File: src/hdl/bls_pkg.sv
// Package for the Bresenham line stepper: widths, action codes, the line state type and a move helper.
// No dependencies; imported by every module of the block.
`timescale 1ns / 1ps

package bls_pkg;

    localparam int COORD_BITS = 10;
    localparam int DEC_BITS   = COORD_BITS + 3;
    localparam int STEP_BITS  = COORD_BITS + 1;

    localparam logic ACT_START = 1'b0;
    localparam logic ACT_STEP  = 1'b1;

    typedef logic [COORD_BITS-1:0] t_coord;

    typedef struct packed {
        t_coord                     cur_x;
        t_coord                     cur_y;
        logic signed [DEC_BITS-1:0] decision;
        t_coord                     major_delta;
        t_coord                     minor_delta;
        logic [STEP_BITS-1:0]       steps_left;
        logic                       x_dir_neg;
        logic                       y_dir_neg;
        logic                       steep;
        logic                       busy;
    } t_line_state;

    // One pixel forward or back along an axis, wrapping at the coordinate width.
    function automatic t_coord move_coord(input t_coord c, input logic neg);
        move_coord = neg ? (c - t_coord'(1)) : (c + t_coord'(1));
    endfunction

endpackage

File: src/hdl/bls_setup.sv
// Line setup: directions, absolute deltas, steep swap and the first decision value.
// Depends on bls_pkg.
`timescale 1ns / 1ps

module bls_setup
    import bls_pkg::*;
(
    input  t_coord      i_x_start,
    input  t_coord      i_y_start,
    input  t_coord      i_x_end,
    input  t_coord      i_y_end,
    output t_line_state o_line
);

    logic   x_neg;
    logic   y_neg;
    t_coord adx;
    t_coord ady;
    logic   steep;
    t_coord major;
    t_coord minor;

    always_comb begin
        x_neg = i_x_end < i_x_start;
        y_neg = i_y_end < i_y_start;
        adx   = x_neg ? (i_x_start - i_x_end) : (i_x_end - i_x_start);
        ady   = y_neg ? (i_y_start - i_y_end) : (i_y_end - i_y_start);
        steep = ady > adx;
        major = steep ? ady : adx;
        minor = steep ? adx : ady;

        o_line.cur_x       = i_x_start;
        o_line.cur_y       = i_y_start;
        o_line.decision    = $signed({2'b00, minor, 1'b0}) - $signed({3'b000, major});
        o_line.major_delta = major;
        o_line.minor_delta = minor;
        o_line.steps_left  = {1'b0, major};
        o_line.x_dir_neg   = x_neg;
        o_line.y_dir_neg   = y_neg;
        o_line.steep       = steep;
        o_line.busy        = major != '0;
    end

endmodule

File: src/hdl/bls_step.sv
// One Bresenham step: major-axis move, optional minor-axis move, decision update.
// Depends on bls_pkg.
`timescale 1ns / 1ps

module bls_step
    import bls_pkg::*;
(
    input  t_line_state i_line,
    output t_line_state o_line
);

    logic                       minor_move;
    logic signed [DEC_BITS-1:0] two_minor;
    logic signed [DEC_BITS-1:0] two_major;
    logic [STEP_BITS-1:0]       steps;

    always_comb begin
        minor_move = ~i_line.decision[DEC_BITS-1];
        two_minor  = $signed({2'b00, i_line.minor_delta, 1'b0});
        two_major  = $signed({2'b00, i_line.major_delta, 1'b0});
        steps      = i_line.steps_left - STEP_BITS'(1);

        o_line = i_line;
        if (i_line.steep || minor_move) begin
            o_line.cur_y = move_coord(i_line.cur_y, i_line.y_dir_neg);
        end
        if (!i_line.steep || minor_move) begin
            o_line.cur_x = move_coord(i_line.cur_x, i_line.x_dir_neg);
        end
        if (minor_move) begin
            o_line.decision = i_line.decision + two_minor - two_major;
        end else begin
            o_line.decision = i_line.decision + two_minor;
        end
        o_line.steps_left = steps;
        o_line.busy       = steps != '0;
    end

endmodule

File: src/hdl/bresenham_line_stepper.sv
// Top level of the Bresenham line stepper: line state, result register, handshakes.
// Depends on bls_pkg, bls_setup and bls_step.
//
//   Channel  Direction  Handshake            Payload
//   -------  ---------  -------------------  -----------------------------------------
//   item     in         i_valid / o_stall    i_action, i_x_start, i_y_start, i_x_end, i_y_end
//   pixel    out        o_valid / i_stall    o_pixel_x, o_pixel_y, o_pixel_valid, o_last_pixel
//
// Every accepted beat gives exactly one pixel beat, in the next clock cycle.
// A new beat is taken in every cycle unless o_stall is high, so the block sustains one
// pixel per clock without stalls, set by the single result register after the step logic.
// Reset (i_rst_n low at a clock edge) clears the line state, so the block starts idle.
// When the result register is full and the sink stalls, o_stall goes high and the
// line state holds until the pending pixel beat is taken.
`timescale 1ns / 1ps

module bresenham_line_stepper
    import bls_pkg::*;
(
    input  logic   i_clk,
    input  logic   i_rst_n,
    input  logic   i_valid,
    output logic   o_stall,
    input  logic   i_action,
    input  t_coord i_x_start,
    input  t_coord i_y_start,
    input  t_coord i_x_end,
    input  t_coord i_y_end,
    output logic   o_valid,
    input  logic   i_stall,
    output t_coord o_pixel_x,
    output t_coord o_pixel_y,
    output logic   o_pixel_valid,
    output logic   o_last_pixel
);

    // Current line: position, decision value, deltas, directions and busy flag.
    t_line_state r_line;
    t_line_state n_line;
    t_line_state start_line;
    t_line_state step_line;

    // Result register holding one pixel beat.
    logic   r_out_valid;
    t_coord r_pixel_x;
    t_coord r_pixel_y;
    logic   r_pixel_valid;
    logic   r_last_pixel;
    t_coord n_pixel_x;
    t_coord n_pixel_y;
    logic   n_pixel_valid;
    logic   n_last_pixel;

    logic accept;

    // The input side is held back only while a finished pixel waits on a stalled sink.
    assign o_stall = r_out_valid & i_stall;
    assign accept  = i_valid & ~o_stall;

    bls_setup u_setup (
        .i_x_start (i_x_start),
        .i_y_start (i_y_start),
        .i_x_end   (i_x_end),
        .i_y_end   (i_y_end),
        .o_line    (start_line)
    );

    bls_step u_step (
        .i_line (r_line),
        .o_line (step_line)
    );

    // Choose what this beat does to the line and which pixel it reports.
    // A start always wins, even over a line still in progress. A step while idle
    // reports an empty pixel and leaves the line untouched.
    always_comb begin
        n_line        = r_line;
        n_pixel_x     = '0;
        n_pixel_y     = '0;
        n_pixel_valid = 1'b0;
        n_last_pixel  = 1'b0;
        if (i_action == ACT_START) begin
            n_line        = start_line;
            n_pixel_x     = start_line.cur_x;
            n_pixel_y     = start_line.cur_y;
            n_pixel_valid = 1'b1;
            n_last_pixel  = ~start_line.busy;
        end else if (r_line.busy) begin
            n_line        = step_line;
            n_pixel_x     = step_line.cur_x;
            n_pixel_y     = step_line.cur_y;
            n_pixel_valid = 1'b1;
            n_last_pixel  = ~step_line.busy;
        end
    end

    always_ff @(posedge i_clk) begin
        if (!i_rst_n) begin
            r_line      <= '0;
            r_out_valid <= 1'b0;
        end else begin
            if (accept) begin
                r_line      <= n_line;
                r_out_valid <= 1'b1;
            end else if (!i_stall) begin
                r_out_valid <= 1'b0;
            end
        end
    end

    // Pixel payload is loaded only with an accepted beat, so it holds under a stall.
    always_ff @(posedge i_clk) begin
        if (accept) begin
            r_pixel_x     <= n_pixel_x;
            r_pixel_y     <= n_pixel_y;
            r_pixel_valid <= n_pixel_valid;
            r_last_pixel  <= n_last_pixel;
        end
    end

    assign o_valid       = r_out_valid;
    assign o_pixel_x     = r_pixel_x;
    assign o_pixel_y     = r_pixel_y;
    assign o_pixel_valid = r_pixel_valid;
    assign o_last_pixel  = r_last_pixel;

endmodule

File: config.mk
export PLATFORM = sky130hd
export DESIGN_NAME = bresenham_line_stepper
export DESIGN_NICKNAME = d
export VERILOG_FILES = /design/src/hdl/bls_pkg.sv /design/src/hdl/bls_setup.sv /design/src/hdl/bls_step.sv /design/src/hdl/bresenham_line_stepper.sv
export SDC_FILE = /design/constraint.sdc
export NUM_CORES = 1
export LEC_CHECK = 0
export ABC_AREA = 1
export BUFFER_PORTS_ARGS = -buffer_cell sky130_fd_sc_hd__buf_2
export CAP_MARGIN = 10
export CELL_PAD_IN_SITES_DETAIL_PLACEMENT = 1
export CELL_PAD_IN_SITES_GLOBAL_PLACEMENT = 2
export CORE_MARGIN = 4
export CORE_UTILIZATION = 37
export DETAILED_ROUTE_END_ITERATION = 16
export PLACE_DENSITY = 0.95
export REMOVE_ABC_BUFFERS = 1
export SYNTH_ARGS = -nofsm -noshare
export SYNTH_HDL_FRONTEND = slang
export SYNTH_SLANG_ARGS = --single-unit
File: constraint.sdc
create_clock -name i_clk -period 16.03 [get_ports i_clk]
set_input_delay 3.206 -clock i_clk [delete_from_list [all_inputs] [get_ports i_clk]]
set_output_delay 3.206 -clock i_clk [all_outputs]
set_load 0.005 [all_outputs]
==> results.toml, run 1 <==
[clocking]
cts_tree = "yes"
cts-root-buf = "clkbuf_16"
htreeDepth = 3
post-cts-setup-buffer-count = 0
cts_resized = 0
numCtsBuffers = 9
path_clk_slew_ns = 0.07
clock_sinks = 90
clock_latency_ns = 0.36
cts_hold_buf = 0
cts_max_path_buffers = 2

[timing]
totalNegativeSetupSlack_ns = 0
tightest_slew_ns = 1.107
finalCritPeriodShare = 0.4997
slew_headroom = 0.2604
finalHoldViolCount = 0
fmax_mhz = 124.8
rsz0062_at_grt = "false"
clock_skew_ns = 0.01354
period_needed_ns = 8.010
setup_viol = 0
slew_violations = 0

[die]
die_y_um = 163.0
pin_count = 69
core_area_sq_um = 23540
die_area_sq_um = 26570
chipWidth_um = 163.0
row_count = 56
initial_core_util = 0.3776

[synth]
ys_types = 53
synthCells = 1313
yosysWarningCount = 0
yosysSeqAreaShare = 0.2274
synthTopCellsByArea = "dfxtp_1 (15%), ha_1 (13%), nand2_1 (11%), inv_1 (9.1%), edfxtp_1 (7.4%)"
synth-edff-count = 22
ys_seq_elements = 90
synthFlopType = "dfxtp_1"
async_reset_ff_frac = 0
yosys.area.top_type_share = 0.1531
yosysTopAreaCell = "dfxtp_1"
synth_area_sq_um = 8890
syn_avg_cell_area_sq_um = 6.771

[worst_setup_path]
slowest_delay_ns = 0.51
crit_path_top_delay_cell = "o21ai_2"
crit_arrival_ns = 8.29
cp-end-kind = "flip-flop"
start_kind = "primary input"
crit_type = "primary input to flip-flop"
cp_max_fo = 36
crit_top_cell = "nand2_1"
required_ns = 16.31

[finish]
instances_no_fill = 1678
drive_gt1_frac = 0.1104
layout_commonest_cell = "nand2_1"
design_area_sq_um = 9782
syn2layout_area_growth_pct = 10.04
mostFrequentLayoutCells = "nand2_1 (265), inv_1 (215), o21ai_0 (127), a21oi_1 (126), ha_1 (93)"
nets = 1501
fin_util = 0.4155
antenna_cells = 0

[grt]
grt_overflow_total = 0
antenna_found_initial = 1
grtUsageTotal = 0.2129
grt_pass1_wl_um = 45720
grt_pass1_vias = 9013
use_met2 = 0.3725
top_usage_layer = "met2"
global_route.usage.met3 = 0.02961
use_met1 = 0.2821
grt_max_degree = 48

[power]
leakagePower_nw = 5.060
power_density_nw_per_um2 = 129.9
ir_worst_vdd_v = 0.00005180
p_total_mw = 1.270

[drt]
drc = 0
dr_total_vias = 8588
wirelength_um = 27550
viasPerCell = 5.118
wl_per_cell_um = 16.42
dr.pass1.iters = 5
drt_iter0_drc = 362
detail-route-antenna-nets = 0

[min_path]
hp-class = "flip-flop to flip-flop"

[run_status]
outcome = "finished, final reports clean"

[placed_design]
gp_congestion = 0.8960
place_area_sq_um = 9437
place_inst = 1661
io_buffers = 68
dp_hpwl_um = 21580

[job]
maxCapViolations = 0
-- synthesized netlist by cell type (12+ instances only) --
cell type    n
a21oi_1    126
a31oi_1     14
clkbuf_1    27
dfxtp_1     68
edfxtp_1    22
ha_1        93
inv_1      215
nand2_1    265
nand2_2     16
nand3_1     64
nor2_1      69
o211ai_1    14
o21ai_0    127
o21bai_1    12
xnor2_1     15
xor2_1      39
-- power by group --
group	internal, mW	switching [mW]	leakage, nW	total (mW)
sequential	0.257	0.0170	0.780	0.274
combinational	0.257	0.504	4.13	0.760
clock	0.137	0.0988	0.151	0.236
-- worst paths after layout --
kind	to	slack [ns]	cells past startpoint	from
setup / recovery	r_line[45]$_SDFFE_PN0P_	8.02	29	i_y_start[5]
hold / removal	o_valid$_SDFFE_PN0P_	0.49	2	o_valid$_SDFFE_PN0P_
setup reg to reg	r_line[47]$_SDFFE_PN0P_	12.69	19	r_line[15]$_SDFFE_PN0P_
hold reg to reg	o_valid$_SDFFE_PN0P_	0.49	2	o_valid$_SDFFE_PN0P_
-- cell families after synthesis --
group	share of synthesized area
buf+inv	0.1223
fa+ha+maj	0.1512
xor+xnor	0.05686
simple gates	0.2338
flops	0.2274
mux	0.001126
compound gates	0.2073
-- critical path: cells and delay by family --
kind / cells / cell delay [ns]
xor gates and xnor gates: 1 / 0.29
AOI/OAI and AO/OA: 5 / 1.40
buffers and inverters: 6 / 0.68
and+or+nand+nor: 14 / 1.67
adders and majority gates: 3 / 1.03
-- flip-flops by register name, summed over array words and instances (netlist names) --
name,count
o_valid,1
o_pixel_valid,1
r_line,67
o_pixel_y,10
o_last_pixel,1
o_pixel_x,10
-- stage by stage --
| stage | hold WS [ns] | worst slack (ns) |
|---|---|---|
| after floorplan | 0.4571 | 8.788 |
| after global placement | 0.4677 | 7.820 |
| after detailed placement | 0.4845 | 7.729 |
| after CTS | 0.4932 | 8.079 |
| after global routing | 0.5221 | 7.549 |
| final | 0.4883 | 8.020 |
-- area by class of cell --
type,count,area [sq um]
Tap cell,319,399.1
Multi-Input combinational cell,951,5783
Clock buffer,10,229.0
Timing Repair Buffer,73,397.9
Sequential cell,90,2022
Fill cell,3170,13760
Clock inverter,6,88.84
Inverter,229,862.1
-- per-layer routing --
metal | routed length (um) | vias to the layer above | part of all wire
met3 | 844 | 21 | 0.031
li1 | - | 4368 | -
met2 | 13230 | 107 | 0.48
met1 | 13120 | 4090 | 0.48
met4 | 337 | 2 | 0.012
met5 | 20 | - | 0.00073
No activity file was read; power rests on OpenSTA's default activity.
==> run 2: changes to the inputs <==
Settings changed: ABC_AREA 1 to 0, PLACE_DENSITY 0.95 to 0.91.
Clock period 16.03 ns to 8.4 ns, I/O delays scaled along.
==> run 2 against run 1 <==
Clock power rose by 89%. Sequential cell count did not move. Highest routed layer is now met4. Core utilization rose by 0.96 points. Critical path depth rose by 6. Clock skew fell by 0.0017 ns. Via count fell by 3.8%. Largest cell class unchanged. Combinational power rose by 100%.
==> results.toml, run 2 <==
[synth]
yosys.area.top_type_share = 0.1599
yosysWarningCount = 0
synth_top_family_by_area = "compound AO/OA/AOI/OAI gates"
synthCells = 1095
synthFlopType = "dfxtp_1"
synth_area_sq_um = 8516
yosysTopAreaCell = "dfxtp_1"
synth-edff-count = 22
synth_compound_gate_area_share = 0.2651
synth_xor_xnor_area_share = 0.05143
synth_common_cells = "nor2_1 (105), inv_1 (100), a21oi_1 (96), ha_1 (93), nand2_1 (83)"
ys_types = 85
synthTopCellsByArea = "dfxtp_1 (16%), ha_1 (14%), edfxtp_1 (7.8%), a21oi_1 (5.6%), nor2_1 (4.6%)"
yosys.area_share.adder = 0.1591
synth_most_common_cell = "nor2_1"
async_reset_ff_frac = 0
synth_mux_area_frac = 0.02615
yosys.area_share.simple = 0.1914
yosysSeqAreaShare = 0.2374
syn_avg_cell_area_sq_um = 7.777
ys_seq_elements = 90

[finish]
antenna_cells = 0
layout_commonest_cell = "nor2_1"
syn2layout_area_growth_pct = 13.02
largest_reg_flops = 67
mostFrequentLayoutCells = "nor2_1 (104), inv_1 (100), a21oi_1 (95), ha_1 (93), nand2_1 (83)"
nets = 1306
regMostFlops = "r_line"
drive_gt1_frac = 0.1426

[drt]
detail-route-antenna-nets = 0
dr_total_vias = 8260
drc = 0
viasPerCell = 5.700
drt_iter0_drc = 426
dr.pass1.iters = 4
wl_per_cell_um = 18.93
wirelength_um = 27440

[clocking]
cts_tree = "yes"
clock_latency_ns = 0.37
htreeDepth = 3
path_clk_slew_ns = 0.08
numCtsBuffers = 9
cts-root-buf = "clkbuf_16"
cts_hold_buf = 0
clock_sinks = 90
cts_max_path_buffers = 2

[timing]
slew_headroom = 0.3012
finalHoldViolCount = 0
clock_skew_ns = 0.01188
setup_viol = 0
period_needed_ns = 7.917
timing.hold.ws_ns = 0.4592
fmax_mhz = 126.3
finalCritPeriodShare = 0.9425
slew_violations = 0
setup_slack_ns = 0.4830
tightest_slew_ns = 1.044

[die]
pin_count = 69
chipWidth_um = 159.7
initial_core_util = 0.3761
core_area_sq_um = 22640
row_count = 55
die_area_sq_um = 25510
die_y_um = 159.7

[placed_design]
io_buffers = 68
gp_congestion = 0.8878
dp_hpwl_um = 20710
place_ws_ns = -0.1227

[grt]
grtUsageTotal = 0.2138
grt_max_degree = 42
grt_overflow_total = 0
antenna_found_initial = 0
grt_pass1_wl_um = 44930
grt_pass1_vias = 8554

[worst_setup_path]
cp_max_fo = 11
required_ns = 8.67
start_kind = "primary input"
crit_arrival_ns = 8.19
cp-end-kind = "flip-flop"
slowest_delay_ns = 0.43
crit_top_cell = "a21o_1"
crit_type = "primary input to flip-flop"
crit_path_top_delay_cell = "or4_1"

[power]
ir_worst_vdd_v = 0.0001148
power_density_nw_per_um2 = 258.7
p_total_mw = 2.490
leakagePower_nw = 4.252

[run_status]
outcome = "finished, final reports clean"

[job]
maxCapViolations = 0

[min_path]
hp-class = "flip-flop to flip-flop"
-- run 2: area by class of cell --
class                           count  area (sq um)
Clock buffer                       11         275.3
Clock inverter                      5         50.05
Fill cell                        2819         13020
Inverter                          102         382.9
Multi-Input combinational cell    854          5942
Sequential cell                    90          2022
Tap cell                          285         356.6
Timing Repair Buffer              102         595.6
-- run 2: critical path: cells and delay by family --
family,cells,cell delay [ns]
AOI/OAI and AO/OA,16,3.13
xor gates and xnor gates,2,0.30
adders and majority gates,4,1.09
buffers and inverters,6,0.64
muxes,1,0.28
and+or+nand+nor,6,1.10
-- run 2: stage by stage --
| stage | cells | area, sq um | TNS [ns] | util |
|---|---|---|---|---|
| 3_5_place_dp | 1430 | 9259 | -0.1227 | 0.4090 |
| 6_report | 1449 | 9624 | 0 | 0.4251 |
| 2_1_floorplan | 1046 | 8308 | -6.892 | - |
| 3_3_place_gp | 1430 | 9259 | 0 | 0.4090 |
| 4_1_cts | 1446 | 9584 | 0 | 0.4233 |
| 5_1_grt | 1449 | 9624 | -0.005409 | 0.4251 |
-- run 2: logic make-up after synthesis --
| logic type | count (synthesis) |
|---|---|
| compound gates | 343 |
| xor+xnor | 50 |
| fa+ha+maj | 103 |
| buf+inv | 151 |
| flops | 90 |
| mux | 21 |
| simple gates | 337 |
-- run 2: worst paths after layout --
path                                              start                      end  slack (ns)  cells after the start
worst max register to register  r_line[15]$_SDFFE_PN0P_  r_line[47]$_SDFFE_PN0P_        4.43                     16
worst min register to register  r_line[28]$_SDFFE_PN0P_  r_line[28]$_SDFFE_PN0P_        0.46                      2
worst min-delay path            r_line[28]$_SDFFE_PN0P_  r_line[28]$_SDFFE_PN0P_        0.46                      2
worst max-delay path                         i_x_end[0]  r_line[43]$_SDFFE_PN0P_        0.48                     35
-- run 2: power breakdown --
group / leakage [nW] / switching (mW) / internal (mW) / total (mW)
Sequential: 0.778 / 0.0340 / 0.491 / 0.525
Combinational: 3.31 / 0.881 / 0.637 / 1.52
Clock: 0.161 / 0.204 / 0.243 / 0.447
-- run 2: metal layers --
layer,wire length (um),track usage
met5,0,0
met1,13190,0.2889
met3,884,0.02710
met4,444,0.05444
met2,12920,0.3626
-- run 2: repair_timing --
action	CTS	global route
gates resized for setup	0	4
endpoints found under the hold margin	0	0
setup buffers	0	3
setup endpoints to repair	0	4
==> run 3: changes to the inputs <==
Settings changed: REMOVE_ABC_BUFFERS 1 to unset.
==> run 3 against run 2 <==
Total power decreased by 1.7%. Sequential power is essentially flat. Sequential share of layout area grew 0.055 points. Clock power is 13% lower. Largest cell class unchanged. Global-route usage grew 0.47 points. Die area unchanged. Critical path depth decreased by 3. Critical endpoint unchanged. Clock-buffer cell count fell by 1. Non-clock buffer count grew 2. Wire length is 1.7% higher.
==> results.toml, run 3 (synthesized netlist as in run 2, its figures left out) <==
[clocking]
htreeDepth = 3
path_clk_slew_ns = 0.07
cts_max_path_buffers = 2
clock_latency_ns = 0.36
cts_tree = "yes"
numCtsBuffers = 9
cts-root-buf = "clkbuf_16"
clock_sinks = 90
cts_hold_buf = 0

[power]
power_density_nw_per_um2 = 254.9
ir_worst_vdd_v = 0.0001382
leakagePower_nw = 4.235
p_total_mw = 2.446

[finish]
nFillCells = 2787
mostFrequentLayoutCells = "nor2_1 (104), inv_1 (100), a21oi_1 (95), ha_1 (93), nand2_1 (83)"
regMostFlops = "r_line"
antenna_cells = 0
syn2layout_area_growth_pct = 12.72
nets = 1308
layout_commonest_cell = "nor2_1"
drive_gt1_frac = 0.1441
largest_reg_flops = 67
design_area_sq_um = 9599

[worst_setup_path]
r2r_end = "r_line[47]$_SDFFE_PN0P_"
start_kind = "primary input"
cp_max_fo = 11
crit_path_top_delay_cell = "fa_1"
crit_type = "primary input to flip-flop"
slowest_delay_ns = 0.43
required_ns = 8.67
cp-end-kind = "flip-flop"
r2r-start = "r_line[36]$_SDFFE_PN0P_"
crit_arrival_ns = 8.19
worstRegToRegCells = 16
reg2reg_slack_ns = 4.40

[drt]
viasPerCell = 5.702
dr.pass1.iters = 4
drc = 0
wirelength_um = 27900
drt_iter0_drc = 441
wl_per_cell_um = 19.23
dr_total_vias = 8274
detail-route-antenna-nets = 0

[timing]
tightest_slew_ns = 1.045
fmax_mhz = 126.2
rsz0062_at_grt = "false"
setup_viol = 0
setup_slack_ns = 0.4790
timing.hold.ws_ns = 0.4585
finalHoldViolCount = 0
slew_violations = 0
period_needed_ns = 7.921
clock_skew_ns = 0.01150
finalCritPeriodShare = 0.9430
slew_headroom = 0.3015

[grt]
grt_max_degree = 54
global_route.usage.met3 = 0.02632
grt_pass1_wl_um = 45370
grtUsageTotal = 0.2185
grt_pass1_vias = 8411
top_usage_layer = "met2"
use_met2 = 0.3607
use_met1 = 0.3067
grt_overflow_total = 0
antenna_found_initial = 1

[die]
die_area_sq_um = 25510
die_y_um = 159.7
row_count = 55
core_area_sq_um = 22640
chipWidth_um = 159.7
initial_core_util = 0.3761
pin_count = 69

[placed_design]
dp_hpwl_um = 21560
place_area_sq_um = 9266
gp_congestion = 0.8846
place_ws_ns = -0.04516
io_buffers = 68

[min_path]
hp-class = "flip-flop to flip-flop"
min-delay-start = "r_line[28]$_SDFFE_PN0P_"
min_path_cells = 2
hold_end = "r_line[28]$_SDFFE_PN0P_"

[synth]
synth_fp_nets = 1242

[run_status]
outcome = "finished, final reports clean"

[job]
maxCapViolations = 0
==> run 3: through the flow <==
step | util | TNS (ns) | std cells
6_report | 0.4240 | 0 | 1451
3_5_place_dp | 0.4093 | -0.04516 | 1431
2_1_floorplan | - | 0 | 1095
4_1_cts | 0.4212 | 0 | 1447
3_3_place_gp | 0.4093 | 0 | 1431
5_1_grt | 0.4240 | 0 | 1451
==> run 3: what timing repair did <==
item	CTS	global route
resized for setup	0	9
endpoints found under the setup margin	0	6
setup buffers	0	4
==> run 3: critical path: cells and delay by family <==
| family | cells | cell delay, ns |
|---|---|---|
| XOR/XNOR | 2 | 0.32 |
| multiplexers | 1 | 0.41 |
| AND/OR/NAND/NOR | 5 | 1.01 |
| AO/OA/AOI/OAI | 16 | 3.16 |
| adder cells (fa/ha/maj) | 4 | 1.15 |
| buffers and inverters | 4 | 0.45 |
==> run 3: worst max-delay path by stage <==
stage          slack, ns                       to         start
6_report            0.48  r_line[43]$_SDFFE_PN0P_  i_x_start[0]
5_1_grt           0.0008  r_line[43]$_SDFFE_PN0P_    i_x_end[0]
4_1_cts             0.29  r_line[43]$_SDFFE_PN0P_    i_y_end[0]
3_5_place_dp       -0.05  r_line[43]$_SDFFE_PN0P_    i_y_end[0]
3_3_place_gp        0.21  r_line[43]$_SDFFE_PN0P_    i_y_end[0]
2_1_floorplan       0.02  r_line[43]$_SDFFE_PN0P_    i_x_end[0]
==> run 3: area by class of cell <==
class	instances	area, sq um	share of cell area
clock buffer	10	229.0	0.02385
sequential	90	2022	0.2106
clock inverter	6	41.29	0.004301
inverter	102	382.9	0.03989
multi-input combinational	854	5953	0.6202
timing repair buffer	104	614.3	0.06400
tap	285	356.6	0.03715
==> run 3: layer usage <==
layer	routed length, um	share of wire
met5	0	0
met4	420	0.015
met3	995	0.036
met2	12910	0.46
met1	13570	0.49
==> run 3: where the power goes <==
group / internal, mW / switching (mW)
sequential: 0.491 / 0.0351
clock: 0.201 / 0.190
combinational: 0.625 / 0.904
total: 1.32 / 1.13
